--- src/design/lfsc_pkg.sv ---
// Shared constants and types for the line-follow speed controller.
package lfsc_pkg;

  // frame receive buffer
  localparam int RX_BUF_SIZE = 32;
  localparam int CNT_W       = 6;
  localparam int SENSORS     = 8;

  localparam logic [7:0] CHAR_LF  = 8'h0A;
  localparam logic [7:0] CHAR_CR  = 8'h0D;
  localparam logic [7:0] CHAR_ONE = 8'h31;

  // request kinds on the input tuser bit
  localparam logic REQ_BYTE = 1'b0;
  localparam logic REQ_TICK = 1'b1;

  // centroid divider: numerator line_gain*16*sum, denominator sensor count
  localparam int NUM_W = 19;
  localparam int DEN_W = 4;

  // sensor center (3.5) in 1/16 units
  localparam logic [5:0] CENTER_X16 = 6'd56;

  typedef enum logic [2:0] {
    CFG_BASE_SPEED   = 3'd0,
    CFG_MIN_SPEED    = 3'd1,
    CFG_MAX_SPEED    = 3'd2,
    CFG_LINE_GAIN    = 3'd3,
    CFG_DIFF_LIMIT   = 3'd4,
    CFG_GYRO_GAIN    = 3'd5,
    CFG_LOSS_TIMEOUT = 3'd6
  } cfg_idx_t;

  typedef struct packed {
    logic busy;
    logic done;
  } div_stat_t;

endpackage

--- src/design/lfsc_div.sv ---
// Bit-serial restoring divider for the line centroid quotient.
module lfsc_div (
  input  logic                         clk,
  input  logic                         rst_n,
  input  logic                         start,
  input  logic [lfsc_pkg::NUM_W-1:0]   num,
  input  logic [lfsc_pkg::DEN_W-1:0]   den,
  output lfsc_pkg::div_stat_t          stat,
  output logic [lfsc_pkg::NUM_W-1:0]   quo
);

  localparam int CW = $clog2(lfsc_pkg::NUM_W);
  localparam logic [CW-1:0] LAST = CW'(lfsc_pkg::NUM_W - 1);

  logic                        busy_r;
  logic                        done_r;
  logic [CW-1:0]               cnt_r;
  logic [lfsc_pkg::NUM_W-1:0]  quo_r;
  logic [lfsc_pkg::DEN_W-1:0]  rem_r;
  logic [lfsc_pkg::DEN_W-1:0]  den_r;

  logic [lfsc_pkg::DEN_W:0]    trial;
  logic [lfsc_pkg::DEN_W:0]    sub;
  logic                        ge;

  assign trial = {rem_r, quo_r[lfsc_pkg::NUM_W-1]};
  assign sub   = trial - {1'b0, den_r};
  assign ge    = (trial >= {1'b0, den_r});

  always_ff @(posedge clk) begin
    if (!rst_n) begin
      busy_r <= 1'b0;
      done_r <= 1'b0;
      cnt_r  <= '0;
    end else begin
      done_r <= 1'b0;
      if (start) begin
        busy_r <= 1'b1;
        cnt_r  <= '0;
      end else if (busy_r) begin
        cnt_r <= cnt_r + 1'b1;
        if (cnt_r == LAST) begin
          busy_r <= 1'b0;
          done_r <= 1'b1;
        end
      end
    end
  end

  // datapath, no reset needed
  always_ff @(posedge clk) begin
    if (start) begin
      quo_r <= num;
      rem_r <= '0;
      den_r <= den;
    end else if (busy_r) begin
      quo_r <= {quo_r[lfsc_pkg::NUM_W-2:0], ge};
      rem_r <= ge ? sub[lfsc_pkg::DEN_W-1:0] : trial[lfsc_pkg::DEN_W-1:0];
    end
  end

  assign stat.busy = busy_r;
  assign stat.done = done_r;
  assign quo       = quo_r;

endmodule

--- src/design/line_follow_speed_controller.sv ---
// Top level of the line-follow speed controller: frame capture, sequencer, speed math.
//
// Byte transfers (tuser = 0) build an ASCII sensor frame and are absorbed in the cycle
// they arrive, so bytes stream at one per clock. A CR or LF ends the frame; further
// bytes are dropped until a control tick (tuser = 1) consumes it. A tick with no frame
// pending is absorbed with no result. A tick that consumes a frame yields one result:
// when the line is seen it passes prep, divider start, the 19-step bit-serial centroid
// divide, sum, clamp and wheel; when the line is lost the divide is skipped (gyro
// steering only); when the loss timeout stops the wheels it goes from prep to output.
// The input is not ready while a tick is being worked; a finished result sits in
// the output register and the block takes input again as soon as it is loaded there.
// Configuration writes are always taken (cfg_ready is tied high); unknown indexes are
// dropped. No clearing pass is needed after reset.
module line_follow_speed_controller (
  input  logic        clk,
  input  logic        rst_n,
  // input stream
  input  logic        in_tvalid,
  output logic        in_tready,
  input  logic [55:0] in_tdata,   // rx_byte[7:0], gyro_rate[23:8], time_ms[55:24]
  input  logic        in_tuser,   // req_type
  // result stream
  output logic        out_tvalid,
  input  logic        out_tready,
  output logic [23:0] out_tdata,  // left_cmd[10:0], right_cmd[21:11],
                                  // stopped[22], line_lost[23]
  // configuration write channel
  input  logic        cfg_valid,
  output logic        cfg_ready,
  input  logic [2:0]  cfg_index,
  input  logic [15:0] cfg_data
);

  typedef enum logic [2:0] {
    ST_IDLE,
    ST_PREP,
    ST_START,
    ST_DIV,
    ST_SUM,
    ST_CLAMP,
    ST_WHEEL,
    ST_OUT
  } state_t;

  // ---------------- registers ----------------
  state_t                        state_r, state_nxt;

  // configuration
  logic [10:0] base_r, base_nxt;
  logic [10:0] min_r, min_nxt;
  logic [10:0] max_r, max_nxt;
  logic [9:0]  lg_r, lg_nxt;
  logic [10:0] md_r, md_nxt;
  logic [5:0]  gg_r, gg_nxt;
  logic [15:0] tmo_r, tmo_nxt;

  // frame and line state
  logic [lfsc_pkg::SENSORS-1:0]  char_is_one_r, char_is_one_nxt;
  logic [lfsc_pkg::CNT_W-1:0]    byte_count_r, byte_count_nxt;
  logic                          frame_ready_r, frame_ready_nxt;
  logic [lfsc_pkg::SENSORS-1:0]  sensor_r, sensor_nxt;
  logic [31:0]                   lost_since_r, lost_since_nxt;

  // tick payload and working values
  logic signed [15:0]            gyro_r, gyro_nxt;
  logic [31:0]                   now_r, now_nxt;
  logic [lfsc_pkg::NUM_W-1:0]    num_r, num_nxt;
  logic [lfsc_pkg::DEN_W-1:0]    den_r, den_nxt;
  logic [15:0]                   lgk_r, lgk_nxt;
  logic signed [22:0]            gyp_r, gyp_nxt;
  logic                          lost_r, lost_nxt;
  logic signed [24:0]            diff_r, diff_nxt;
  logic signed [16:0]            dcl_r, dcl_nxt;
  logic [10:0]                   lv_r, lv_nxt;
  logic [10:0]                   rv_r, rv_nxt;
  logic                          stop_r, stop_nxt;

  // output register
  logic                          out_valid_r, out_valid_nxt;
  logic [10:0]                   out_left_r, out_left_nxt;
  logic [10:0]                   out_right_r, out_right_nxt;
  logic                          out_stop_r, out_stop_nxt;
  logic                          out_lost_r, out_lost_nxt;

  // ---------------- combinational helpers ----------------
  logic                          in_fire;
  logic [7:0]                    rx_byte;
  logic [3:0]                    n_c;
  logic [4:0]                    s_c;
  logic [14:0]                   ls_c;
  logic [31:0]                   elapsed;
  logic signed [24:0]            md16;
  logic signed [17:0]            base16;
  logic signed [17:0]            l16;
  logic signed [17:0]            r16;

  lfsc_pkg::div_stat_t           div_st;
  logic [lfsc_pkg::NUM_W-1:0]    div_q;
  logic                          div_start;

  assign in_tready  = (state_r == ST_IDLE);
  assign in_fire    = in_tvalid && in_tready;
  assign rx_byte    = in_tdata[7:0];
  assign cfg_ready  = 1'b1;
  assign div_start  = (state_r == ST_START);

  assign out_tvalid = out_valid_r;
  assign out_tdata  = {out_lost_r, out_stop_r, out_right_r, out_left_r};

  lfsc_div u_div (
    .clk   (clk),
    .rst_n (rst_n),
    .start (div_start),
    .num   (num_r),
    .den   (den_r),
    .stat  (div_st),
    .quo   (div_q)
  );

  // round 1/16 value toward zero, then clamp to [min, max]; max wins
  function automatic logic [10:0] wheel(input logic signed [17:0] x,
                                        input logic [10:0] lo,
                                        input logic [10:0] hi);
    logic signed [17:0] adj;
    logic signed [13:0] v;
    adj = x[17] ? (x + 18'sd15) : x;
    v   = 14'(adj >>> 4);
    if (v < $signed({3'b000, lo})) v = $signed({3'b000, lo});
    if (v > $signed({3'b000, hi})) v = $signed({3'b000, hi});
    return v[10:0];
  endfunction

  // active sensor count and index sum
  always_comb begin
    n_c = '0;
    s_c = '0;
    for (int i = 0; i < lfsc_pkg::SENSORS; i++) begin
      if (sensor_r[i]) begin
        n_c = n_c + 4'd1;
        s_c = s_c + 5'(i);
      end
    end
  end

  assign ls_c    = 15'(lg_r) * 15'(s_c);
  assign elapsed = now_r - lost_since_r;
  assign md16    = $signed({10'b0, md_r, 4'b0000});
  assign base16  = $signed({3'b000, base_r, 4'b0000});
  assign l16     = base16 - 18'(dcl_r);
  assign r16     = base16 + 18'(dcl_r);

  // ---------------- next-state logic ----------------
  always_comb begin
    state_nxt       = state_r;
    base_nxt        = base_r;
    min_nxt         = min_r;
    max_nxt         = max_r;
    lg_nxt          = lg_r;
    md_nxt          = md_r;
    gg_nxt          = gg_r;
    tmo_nxt         = tmo_r;
    char_is_one_nxt = char_is_one_r;
    byte_count_nxt  = byte_count_r;
    frame_ready_nxt = frame_ready_r;
    sensor_nxt      = sensor_r;
    lost_since_nxt  = lost_since_r;
    gyro_nxt        = gyro_r;
    now_nxt         = now_r;
    num_nxt         = num_r;
    den_nxt         = den_r;
    lgk_nxt         = lgk_r;
    gyp_nxt         = gyp_r;
    lost_nxt        = lost_r;
    diff_nxt        = diff_r;
    dcl_nxt         = dcl_r;
    lv_nxt          = lv_r;
    rv_nxt          = rv_r;
    stop_nxt        = stop_r;
    out_valid_nxt   = out_valid_r;
    out_left_nxt    = out_left_r;
    out_right_nxt   = out_right_r;
    out_stop_nxt    = out_stop_r;
    out_lost_nxt    = out_lost_r;

    if (out_valid_r && out_tready) begin
      out_valid_nxt = 1'b0;
    end

    if (cfg_valid) begin
      case (lfsc_pkg::cfg_idx_t'(cfg_index))
        lfsc_pkg::CFG_BASE_SPEED:   base_nxt = cfg_data[10:0];
        lfsc_pkg::CFG_MIN_SPEED:    min_nxt  = cfg_data[10:0];
        lfsc_pkg::CFG_MAX_SPEED:    max_nxt  = cfg_data[10:0];
        lfsc_pkg::CFG_LINE_GAIN:    lg_nxt   = cfg_data[9:0];
        lfsc_pkg::CFG_DIFF_LIMIT:   md_nxt   = cfg_data[10:0];
        lfsc_pkg::CFG_GYRO_GAIN:    gg_nxt   = cfg_data[5:0];
        lfsc_pkg::CFG_LOSS_TIMEOUT: tmo_nxt  = cfg_data;
        default: ;
      endcase
    end

    case (state_r)
      ST_IDLE: begin
        if (in_fire) begin
          if (in_tuser == lfsc_pkg::REQ_BYTE) begin
            if (!frame_ready_r) begin
              if (byte_count_r < lfsc_pkg::CNT_W'(lfsc_pkg::RX_BUF_SIZE - 1)) begin
                if (byte_count_r < lfsc_pkg::CNT_W'(lfsc_pkg::SENSORS)) begin
                  char_is_one_nxt[byte_count_r[2:0]] = (rx_byte == lfsc_pkg::CHAR_ONE);
                end
                byte_count_nxt = byte_count_r + 1'b1;
              end
              if (rx_byte == lfsc_pkg::CHAR_LF || rx_byte == lfsc_pkg::CHAR_CR) begin
                frame_ready_nxt = 1'b1;
              end
            end
          end else if (frame_ready_r) begin
            // short frame updates only the sensors it covers
            for (int i = 0; i < lfsc_pkg::SENSORS; i++) begin
              if (lfsc_pkg::CNT_W'(i) < byte_count_r) begin
                sensor_nxt[i] = char_is_one_r[i];
              end
            end
            byte_count_nxt  = '0;
            frame_ready_nxt = 1'b0;
            gyro_nxt        = $signed(in_tdata[23:8]);
            now_nxt         = in_tdata[55:24];
            state_nxt       = ST_PREP;
          end
        end
      end

      ST_PREP: begin
        num_nxt  = {ls_c, 4'b0000};
        den_nxt  = n_c;
        lgk_nxt  = 16'(lg_r) * 16'(lfsc_pkg::CENTER_X16);
        gyp_nxt  = 23'($signed({1'b0, gg_r})) * 23'(gyro_r);
        lost_nxt = (n_c == 4'd0);
        stop_nxt = 1'b0;
        if (n_c != 4'd0) begin
          lost_since_nxt = '0;
          state_nxt      = ST_START;
        end else if (lost_since_r == 32'd0) begin
          // first lost tick arms the timer (a zero timestamp leaves it unarmed)
          lost_since_nxt = now_r;
          state_nxt      = ST_SUM;
        end else if (elapsed > {16'b0, tmo_r}) begin
          lv_nxt    = '0;
          rv_nxt    = '0;
          stop_nxt  = 1'b1;
          state_nxt = ST_OUT;
        end else begin
          state_nxt = ST_SUM;
        end
      end

      ST_START: begin
        state_nxt = ST_DIV;
      end

      ST_DIV: begin
        if (div_st.done) begin
          state_nxt = ST_SUM;
        end
      end

      ST_SUM: begin
        if (lost_r) begin
          diff_nxt = 25'(gyp_r) + 25'(gyp_r);
        end else begin
          diff_nxt = $signed({6'b0, div_q}) - $signed({9'b0, lgk_r}) + 25'(gyp_r);
        end
        state_nxt = ST_CLAMP;
      end

      ST_CLAMP: begin
        if (diff_r > md16) begin
          dcl_nxt = 17'(md16);
        end else if (diff_r < -md16) begin
          dcl_nxt = 17'(-md16);
        end else begin
          dcl_nxt = 17'(diff_r);
        end
        state_nxt = ST_WHEEL;
      end

      ST_WHEEL: begin
        lv_nxt    = wheel(l16, min_r, max_r);
        rv_nxt    = wheel(r16, min_r, max_r);
        state_nxt = ST_OUT;
      end

      ST_OUT: begin
        // wait for the output register to free up
        if (!out_valid_r || out_tready) begin
          out_valid_nxt = 1'b1;
          out_left_nxt  = lv_r;
          out_right_nxt = rv_r;
          out_stop_nxt  = stop_r;
          out_lost_nxt  = lost_r;
          state_nxt     = ST_IDLE;
        end
      end

      default: state_nxt = ST_IDLE;
    endcase
  end

  // ---------------- state and registered outputs ----------------
  always_ff @(posedge clk) begin
    if (!rst_n) begin
      state_r       <= ST_IDLE;
      base_r        <= 11'd600;
      min_r         <= 11'd100;
      max_r         <= 11'd1000;
      lg_r          <= 10'd150;
      md_r          <= 11'd500;
      gg_r          <= 6'd3;
      tmo_r         <= 16'd300;
      char_is_one_r <= '0;
      byte_count_r  <= '0;
      frame_ready_r <= 1'b0;
      sensor_r      <= '0;
      lost_since_r  <= '0;
      out_valid_r   <= 1'b0;
    end else begin
      state_r       <= state_nxt;
      base_r        <= base_nxt;
      min_r         <= min_nxt;
      max_r         <= max_nxt;
      lg_r          <= lg_nxt;
      md_r          <= md_nxt;
      gg_r          <= gg_nxt;
      tmo_r         <= tmo_nxt;
      char_is_one_r <= char_is_one_nxt;
      byte_count_r  <= byte_count_nxt;
      frame_ready_r <= frame_ready_nxt;
      sensor_r      <= sensor_nxt;
      lost_since_r  <= lost_since_nxt;
      out_valid_r   <= out_valid_nxt;
      gyro_r        <= gyro_nxt;
      now_r         <= now_nxt;
      num_r         <= num_nxt;
      den_r         <= den_nxt;
      lgk_r         <= lgk_nxt;
      gyp_r         <= gyp_nxt;
      lost_r        <= lost_nxt;
      diff_r        <= diff_nxt;
      dcl_r         <= dcl_nxt;
      lv_r          <= lv_nxt;
      rv_r          <= rv_nxt;
      stop_r        <= stop_nxt;
      out_left_r    <= out_left_nxt;
      out_right_r   <= out_right_nxt;
      out_stop_r    <= out_stop_nxt;
      out_lost_r    <= out_lost_nxt;
    end
  end

  // ---------------- assertions ----------------
  a_stop_zero: assert property (@(posedge clk) disable iff (!rst_n)
    (out_valid_r && out_stop_r) |-> (out_left_r == '0 && out_right_r == '0 && out_lost_r))
    else $error("stopped result with nonzero speed or line seen");

  a_frame_count: assert property (@(posedge clk) disable iff (!rst_n)
    frame_ready_r |-> (byte_count_r != '0))
    else $error("frame pending with empty buffer");

  a_count_max: assert property (@(posedge clk) disable iff (!rst_n)
    byte_count_r <= lfsc_pkg::CNT_W'(lfsc_pkg::RX_BUF_SIZE - 1))
    else $error("byte count past buffer limit");

  a_div_state: assert property (@(posedge clk) disable iff (!rst_n)
    div_st.done |-> (state_r == ST_DIV))
    else $error("divider finished outside divide step");

  a_div_start: assert property (@(posedge clk) disable iff (!rst_n)
    (state_r == ST_START) |=> div_st.busy)
    else $error("divider did not start");

endmodule

--- config.mk ---
export PLATFORM = sky130hd
export DESIGN_NAME = line_follow_speed_controller
export DESIGN_NICKNAME = d
export VERILOG_FILES = /design/src/design/lfsc_pkg.sv /design/src/design/lfsc_div.sv /design/src/design/line_follow_speed_controller.sv
export SDC_FILE = /design/constraint.sdc
export NUM_CORES = 1
export LEC_CHECK = 0
export BUFFER_PORTS_ARGS = -buffer_cell sky130_fd_sc_hd__buf_4
export CAP_MARGIN = 5
export CORE_MARGIN = 4
export CORE_UTILIZATION = 58
export CTS_CLUSTER_SIZE = 20
export DETAILED_ROUTE_END_ITERATION = 8
export PLACE_DENSITY_LB_ADDON = 0.08
export SLEW_MARGIN = 0
export SYNTH_ARGS = -nofsm -noshare
export SYNTH_HDL_FRONTEND = slang
export SYNTH_HIERARCHICAL = 1
export SYNTH_SLANG_ARGS = --single-unit
export TNS_END_PERCENT = 10
--- constraint.sdc ---
create_clock -name clk -period 7.75 [get_ports clk]
set_input_delay 1.55 -clock clk [delete_from_list [all_inputs] [get_ports clk]]
set_output_delay 1.55 -clock clk [all_outputs]
set_load 0.02 [all_outputs]
==> results.txt <==
----------------------------------------------------
[Clock network]
  Number of clock sinks ... about 360
  Clock input transition at the sequential cells of the worst setup and hold paths ... 0.06 ns
  Root buf cell ... clkbuf_16
  Number of levels the H-tree was split into ... 2
  CTS tree ... done
  Clk_lat worst skew ... 0.56 ns
  Buffer levels on the longest clock path ... 3
  CTS Buf Count ... 40

[Global route]
  Overflow after GRT ... 0
  Global-route wire length before repair ... ~110 mm
  Number of global-route vias before repair ... about 21,000
  Aggregate global-route resource usage ... 0.261
  Pin count of the biggest net entering global routing ... 65
  Antenna violations before repair ... 2

[Route]
  Average routed wire per standard cell ... about 18 um
  Number of vias after detailed routing ... 21,668
  Wire length reported by the detailed router ... roughly 68 mm
  Remaining DRCs ... 0
  Detailed-routing iteration count for the pre-antenna-repair pass ... 5
  Post-route ant nets ... 0
  Violation count after the first detailed-route iteration ... roughly 1,700
  Average via count per standard cell ... 5.88

[Pwr]
  Total chip power ... 6.72 mW
  Pwr per Cell Area ... 221 mW/mm2
  Maximum VDD drop ... roughly 0.17 mV
  Leakage ... roughly 13 nW

[Placement]
  Post-detailed-placement cell area ... 0.0292 mm2
  Final HPWL DP ... approximately 53 mm
  IO buf count ... approximately 110
  Final weighted congestion in routability-driven placement ... between 0.8 and 0.9

[Die]
  Die Span Y ... 227 um
  Initial cell density of the core ... 0.585
  Die Area ... a little over 0.05 mm2
  Number of top-level pins ... 108
  Core outline area ... about 0.048 mm2
  Floorplan row count ... 80
  Die X-Extent ... 227 um

[Final layout]
  Fillers ... between 3,000 and 4,000
  Share of layout cells above drive strength 1 ... 0.0965
  Summed area of non-filler cells in the final layout ... around 0.03 mm2
  Fin nets ... about 3,500
  Area growth from synthesis to layout ... 9.40%

[STA]
  Highest attainable clock frequency ... between 0.1 and 0.15 GHz
  Final number of setup-violating endpoints ... 0
  Post-route fraction of the period consumed by the critical path ... 0.938
  Final setup TNS ... 0 ns
  Measured slew at the worst slew-check pin ... approximately 1.0 ns
  Post-Route Skew ... 0.0260 ns
  Final Max Slew Viols ... 0
  Remaining max-slew budget at the tightest pin ... 0.322
  Clock period minus final worst setup slack ... roughly 7.3 ns
  Final count of hold timing violations ... 0

[Logic synthesis]
  Gate count after technology mapping ... around 3,000
  Total standard cell area after synthesis ... between 0.02 and 0.03 mm2
  Mapped Avg Cell Area ... 9.40 um2
  Warnings, synthesis ... 6

[Worst hold path]
  Hold Path Class ... reg -> reg

[Worst setup path]
  Worst Setup End Kind ... flop
  Slowest library cell on the worst path ... ha_1
  Worst setup path category ... reg -> reg
  Required time of the critical path ... 8.03 ns
  Delay of the slowest cell on the worst path ... between 0.4 and 0.5 ns
  Worst path arrival time ... about 7.6 ns
  CP max FO ... 22
  Cell family with most CP delay ... compound AO/OA/AOI/OAI gates
  Worst setup SP type ... flop
  WP buf/inv ... 1

[Run]
  Max-capacitance violation count ... 0

[Status]
  Result of the run ... completed

----------------------------------------------------
==> worst register-to-register path: cells and delay by family (launching register included) <==
| kind | cells | cell delay, ns |
|---|---|---|
| AOI/OAI and AO/OA | 20 | 4.01 |
| xor gates and xnor gates | 1 | 0.25 |
| adders and majority gates | 4 | 1.49 |
| buffers and inverters | 1 | 0.06 |
| DFF | 1 | 0.39 |
| muxes | 1 | 0.22 |
| and+or+nand+nor | 5 | 0.60 |
==> report_power, final <==
group,switching [mW],total (mW),internal (mW)
Clock,0.778,1.86,1.08
Combinational,1.37,2.31,0.943
Sequential,0.181,2.55,2.37
Total,2.33,6.72,4.39
==> through the flow <==
step                hold slack, ns  instances  setup WS [ns]  utilization
global placement             0.402       3609          0.553        0.612
finish                       0.417       3684          0.478        0.640
detailed placement           0.405       3609          0.381        0.612
global route                 0.428       3684       -0.00165        0.640
floorplan                    0.400       2968          0.158            -
CTS                          0.419       3682          0.384        0.639
==> cell usage in the layout (no fill, tap or decap), drive strengths merged, types with 13 or more instances in the layout <==
cell type,instances
nor4,29
dfxtp,146
clkinv,14
o21bai,19
xnor2,123
a21oi,184
fa,106
xor2,49
nor2b,36
a21o,63
mux2,39
inv,272
a31oi,17
nand3,110
nor3,47
and2,102
o21ai,133
o31ai,13
edfxtp,215
nand2b,28
nand2,339
ha,285
o21a,36
and3,17
buf,131
o211ai,36
nand4,30
mux2i,60
nor2,158
a211oi,19
or3,19
clkbuf,54
==> registers in the layout (all words and copies together), names as in the netlist, 10 cells and up <==
register and count:
lost_since_r 32, now_r 32, diff_r 24, gyp_r 23, u_div/quo 19, dcl_r 17, gyro_r 16, tmo_r 16
num_r 15, lgk_r 13, base_r 11, lv_r 11, max_r 11, md_r 11, min_r 11, out_left_r 11
out_right_r 11, rv_r 11, lg_r 10
==> worst paths after layout <==
| path | cells past startpoint | to | startpoint | slack (ns) |
|---|---|---|---|---|
| setup reg to reg | 32 | rv_r[4] | dcl_r[5] | 0.48 |
| setup / recovery | 32 | rv_r[4] | dcl_r[5] | 0.48 |
| hold / removal | 0 | u_div/den_r[0] | den_r[0] | 0.42 |
| hold reg to reg | 0 | u_div/den_r[0] | den_r[0] | 0.42 |
==> layer usage <==
metal / track usage / wire length [um] / part of all wire
met4: 0.0828 / 2120 / 0.031
met2: 0.439 / 32100 / 0.48
met3: 0.0398 / 3450 / 0.051
met1: 0.350 / 29900 / 0.44
met5: 0 / 0 / 0
==> layout make-up <==
cell class                      instances  area, um2  area share
Antenna cell                            1       2.50   0.0000821
Clock buffer                           54       1120      0.0366
Clock inverter                         19        160     0.00525
Inverter                              271       1020      0.0334
Multi-Input combinational cell       2232      17100       0.560
Sequential cell                       361       9380       0.308
Tap cell                              615        769      0.0252
Timing Repair Buffer                  131        983      0.0323
==> timing repair <==
action	CTS	global route
hold buffers	0	0
endpoints found under the setup margin	0	25
buffers inserted	0	1
resized for setup	0	4
No activity file was read; power rests on OpenSTA's default activity.
